`config.mk`:
```
export PLATFORM = sky130hd
export DESIGN_NAME = cmu_sqrt
export DESIGN_NICKNAME = d
export VERILOG_FILES = /design/src/rtl/cmu_sqrt.sv
export SDC_FILE = /design/constraint.sdc
export NUM_CORES = 2
export LEC_CHECK = 0
export BUFFER_PORTS_ARGS = -buffer_cell sky130_fd_sc_hd__buf_2
export CORE_MARGIN = 5
export CORE_UTILIZATION = 57
export CTS_CLUSTER_SIZE = 14
export DETAILED_ROUTE_END_ITERATION = 12
export PLACE_DENSITY = 0.76
export SETUP_SLACK_MARGIN = 0.15
export SKIP_CTS_REPAIR_TIMING = 1
export SYNTH_ARGS = -nofsm -noshare
export SYNTH_HDL_FRONTEND = slang
export SYNTH_MEMORY_MAX_BITS = 65536
export SYNTH_SLANG_ARGS = --single-unit
```
`constraint.sdc`:
```
create_clock -name clk -period 3.16 [get_ports clk]
set_input_delay 0.948 -clock clk [delete_from_list [all_inputs] [get_ports clk]]
set_output_delay 0.948 -clock clk [all_outputs]
set_load 0.02 [all_outputs]
```
`src/rtl/cmu_sqrt.sv`:
```
`timescale 1ns / 1ps
`default_nettype none
// Pipelined integer square root, one result bit per stage
module cmu_sqrt #(
  parameter int RW = 64
) (
  input  wire logic            clk,
  input  wire logic            en,
  input  wire logic [RW-1:0]   rad,
  output logic [RW/2-1:0]      root
);

  localparam int N    = RW / 2;
  localparam int REMW = N + 2;

  logic [REMW-1:0] rem_q  [1:N];
  logic [N-1:0]    root_q [1:N];
  logic [RW-1:0]   rad_q  [1:N];

  for (genvar k = 0; k < N; k++) begin : g_step
    logic [REMW-1:0] rem_in;
    logic [N-1:0]    root_in;
    logic [RW-1:0]   rad_in;
    logic [REMW+1:0] shifted;
    logic [REMW+1:0] trial;
    logic            fit;

    if (k == 0) begin : g_first
      assign rem_in  = '0;
      assign root_in = '0;
      assign rad_in  = rad;
    end else begin : g_next
      assign rem_in  = rem_q[k];
      assign root_in = root_q[k];
      assign rad_in  = rad_q[k];
    end

    // Bring down two radicand bits, try the next root bit
    assign shifted = {rem_in, rad_in[RW-1 -: 2]};
    assign trial   = {2'b00, root_in, 2'b01};
    assign fit     = shifted >= trial;

    always_ff @(posedge clk) begin
      if (en) begin
        rem_q[k+1]  <= fit ? REMW'(shifted - trial) : REMW'(shifted);
        root_q[k+1] <= {root_in[N-2:0], fit};
        rad_q[k+1]  <= {rad_in[RW-3:0], 2'b00};
      end
    end
  end

  assign root = root_q[N];

endmodule
`default_nettype wire

```
==> key figures <==
Outcome
  • Status: finished, violations left
  • Failing checks: negative setup slack

GRT
  • Largest net degree at the start of global routing: 140
  • First-pass GRT wire length: 388000 um
  • Tot GR Track Use: 22.9%
  • Vias in the first global route: 73100
  • Initial antenna violation count: 2
  • Overflow after GRT: 0

Synthesis
  • Syn Std Cell Area: 0.117 mm^2
  • Ys flop type: edfxtp_1
  • Multiplexer share of the synthesized area: 0.772%
  • Mean Syn Cell Area: 13.1 um^2
  • Compound-Gate Fraction of Synth Area: 9.57%
  • Post-Synth Simple-Gate Area: 9.38%
  • Number of flops mapped to enable cells by yosys: 2523
  • Syn. warnings: 0
  • Synth top area share: 65.0%
  • Cells after Synth: 8916
  • Post-Synth Adder-Cell Area: 6.04%
  • Post-synthesis sequential area ratio: 65.0%
  • #FFs+latches synth: 2523
  • Yosys cell types: 99
  • Top post-synthesis cells by area: edfxtp_1 65%, ha_1 6.0%, xnor2_1 3.2%
  • Syn Nets: 9544
  • Largest family of logic cells by synthesized area: compound AO/OA/AOI/OAI gates
  • XOR/XNOR share of the synthesized area: 6.33%
  • Ys async rst share: 0%
  • Yosys top cell by area: edfxtp_1

Critical path
  • Worst r2r src: rem_q[0][248]
  • CP cell instances: or4_4 -> or3_4 -> or3_4 -> or3_4 -> nor3_4 -> nand3_4 -> buf_6 -> o21ai_4 -> or4_1 -> xnor2_1
  • Critical path's top delay family: simple AND/OR/NAND/NOR gates
  • Crit path max fanout: 5
  • Slowest stage delay, CP: 550 ps
  • RR Endpoint: rem_q[0][284]
  • Worst r2r path cells: 10
  • Critical Path AT: 4080 ps
  • Worst Path Buf+Inv: 1
  • Crit end category: flip-flop
  • CP max-delay cell: or4_4
  • Crit path required time: 3820 ps
  • CP Class: reg2reg
  • CP most frequent cell: or3_4
  • R2R setup slack: -260 ps
  • Crit start category: flip-flop

Die
  • Die Y: 462 um
  • IO Pins: 98
  • # rows: 166
  • Placeable core area: 0.204 mm^2
  • Die width: 462 um
  • DIE AREA: 0.214 mm^2
  • Initial Util: 57.1%

Layout
  • Share of cells above drive strength 1: 27.8%
  • Most frequent cells in the layout: 2523 x edfxtp_1, 1048 x buf_4, 664 x inv_1
  • Final #Nets: 11000
  • Most common cell after layout, fill and taps aside: edfxtp_1
  • Layout area overhead: 26.0%
  • Core Util, Final: 72.0%
  • Filler cell count: 12900

STA
  • Max Clock Skew: 58.7 ps
  • Worst slew pin tran: 839 ps
  • Setup violators final: 180
  • RSZ-0062 raised after global routing: yes
  • Final hold violation count: 0
  • Post-layout worst setup margin: -263 ps
  • Peak Freq: 0.292 GHz
  • Pins over their slew limit: 0
  • Final Cycle Share: 108%
  • Slew headroom: 43.5%
  • Setup TNS: -16160 ps
  • WHS: 163 ps
  • Fin crit period: 3420 ps

Power and ir drop
  • Cell Pwr Density: 691 mW/mm^2
  • Seq pwr share: 44.8%
  • Logic pwr share: 24.6%
  • Cell internal pwr: 72400 uW
  • Clk network pwr share: 30.5%
  • Static Leakage: 0.0574 uW
  • Switching share of total power: 28.6%
  • P_sw: 29000 uW
  • Maximum VDD drop: 835 uV

Clocking
  • Number of buffers created by CTS: 280
  • Clk_lat worst skew: 950 ps
  • Reg clk slew, reported paths: 70 ps
  • CTS tree: yes
  • H-tree level count: 5
  • Clock Sinks: 2523
  • CTS root buffer: clkbuf_16
  • Clock Path Buffers: 4

Detailed routing
  • Vias post-DR: 76400
  • # DRC: 0
  • Detail Route Antenna Nets: 0
  • Wire length on met1: 105000 um
  • Detailed Route WL: 270000 um
  • Top Metal Used: met5
  • Initial drt markers: 5972
  • DRT Pass-1 Iters: 6
  • Routed vias/inst: 5.75
  • Met3 routed WL: 13900 um
  • Per-cell routed wire length: 20.3 um
  • Met2 wire length: 139000 um

Placement
  • DP HPWL: 179000 um
  • Gpl congestion: 0.972
  • PortBufs: 97
  • Placement Setup Slack: -704 ps

Hold path
  • Hold Crit Class: in2reg
  • Worst hold path cell count: 1
  • Hold endpoint: rad_q[0][95]
  • Worst hold start: rad[33]

Flow run
  • Max cap viols: 0
## synthesized netlist by cell type (11+ instances only)
cell type  instances
edfxtp_1        2523
inv_1            713
nand2_1          624
ha_1             562
a21oi_1          536
nor2_1           527
o21ai_0          470
xnor2_1          424
xor2_1           418
a21o_1           255
nor3_1           237
clkbuf_1         144
nand3_1          135
nor4_1           119
o21a_1           112
nand2b_1          87
or3_1             87
nand4_1           76
nor2b_1           73
mux2_2            67
o31ai_1           64
and3_1            58
or4_1             55
o21bai_1          52
or2_2             50
a211oi_1          47
a31oi_1           41
o211ai_1          41
and2_1            23
nand3b_1          22
a21boi_0          16
o41ai_1           12
a2111oi_0         11
## sequential cells by signal, indices dropped and copies added (netlist names)
name	flops
rem_q	1003
rad_q	992
root_q	528
## area by class of cell
type / count / area (um^2) / area share (%)
antenna: 2 / 5.00 / 0.00341
clock buffer: 330 / 7240 / 4.93
clock inverter: 143 / 1410 / 0.960
inverter: 717 / 2710 / 1.84
multi-input combinational: 5514 / 44200 / 30.1
sequential: 2523 / 75800 / 51.6
tap: 2688 / 3360 / 2.29
timing repair buffer: 1372 / 12100 / 8.23
## worst max path at each step
stage,startpoint,to,cells past startpoint
after floorplan,rem_q[0][564],rem_q[0][587],9
after global placement,rem_q[0][285],rem_q[0][339],10
after detailed placement,rem_q[0][285],rem_q[0][339],10
after CTS,rem_q[0][285],rem_q[0][339],10
after global routing,rem_q[0][248],rem_q[0][284],10
final,rem_q[0][248],rem_q[0][284],10
## worst reg2reg max path, delay by kind of cell, from the launching register on
kind,cells,cell delay (ps)
buffers and inverters,1,190
AND/OR/NAND/NOR,7,2290
flip-flops,1,390
AO/OA/AOI/OAI,1,230
XOR/XNOR,1,80
## power groups by stage
| stage | clock network (uW) | logic, uW | registers (uW) |
|---|---|---|---|
| 6_report | 31000 | 25000 | 45500 |
| 5_1_grt | 33200 | 27100 | 45800 |
| 4_1_cts | 31600 | 20700 | 45100 |
| 3_5_place_dp | 0 | 20600 | 45700 |
| 2_1_floorplan | 0 | 13700 | 44600 |
| 3_3_place_gp | 0 | 20000 | 45600 |
## metrics by stage
stage	power [uW]	area (um^2)	std cells
after floorplan	58300	117000	8916
after global placement	65700	128000	12400
after detailed placement	66300	128000	12400
after CTS	97500	136000	12900
after global routing	106000	147000	13300
final	101000	147000	13300
## logic make-up after synthesis
| kind of cell | after synthesis |
|---|---|
| other | 1 |
| DFF | 2523 |
| adders and majority gates | 562 |
| buffers and inverters | 881 |
| AOI/OAI and AO/OA | 1792 |
| xor gates and xnor gates | 842 |
| and+or+nand+nor | 2235 |
| muxes | 80 |
## layer usage
layer	vias up	GRT usage [%]
met3	725	3.16
met1	37300	28.7
met5	-	0
met4	2	8.87
li1	35900	-
met2	2480	40.4
No activity file was read; power rests on OpenSTA's default activity.
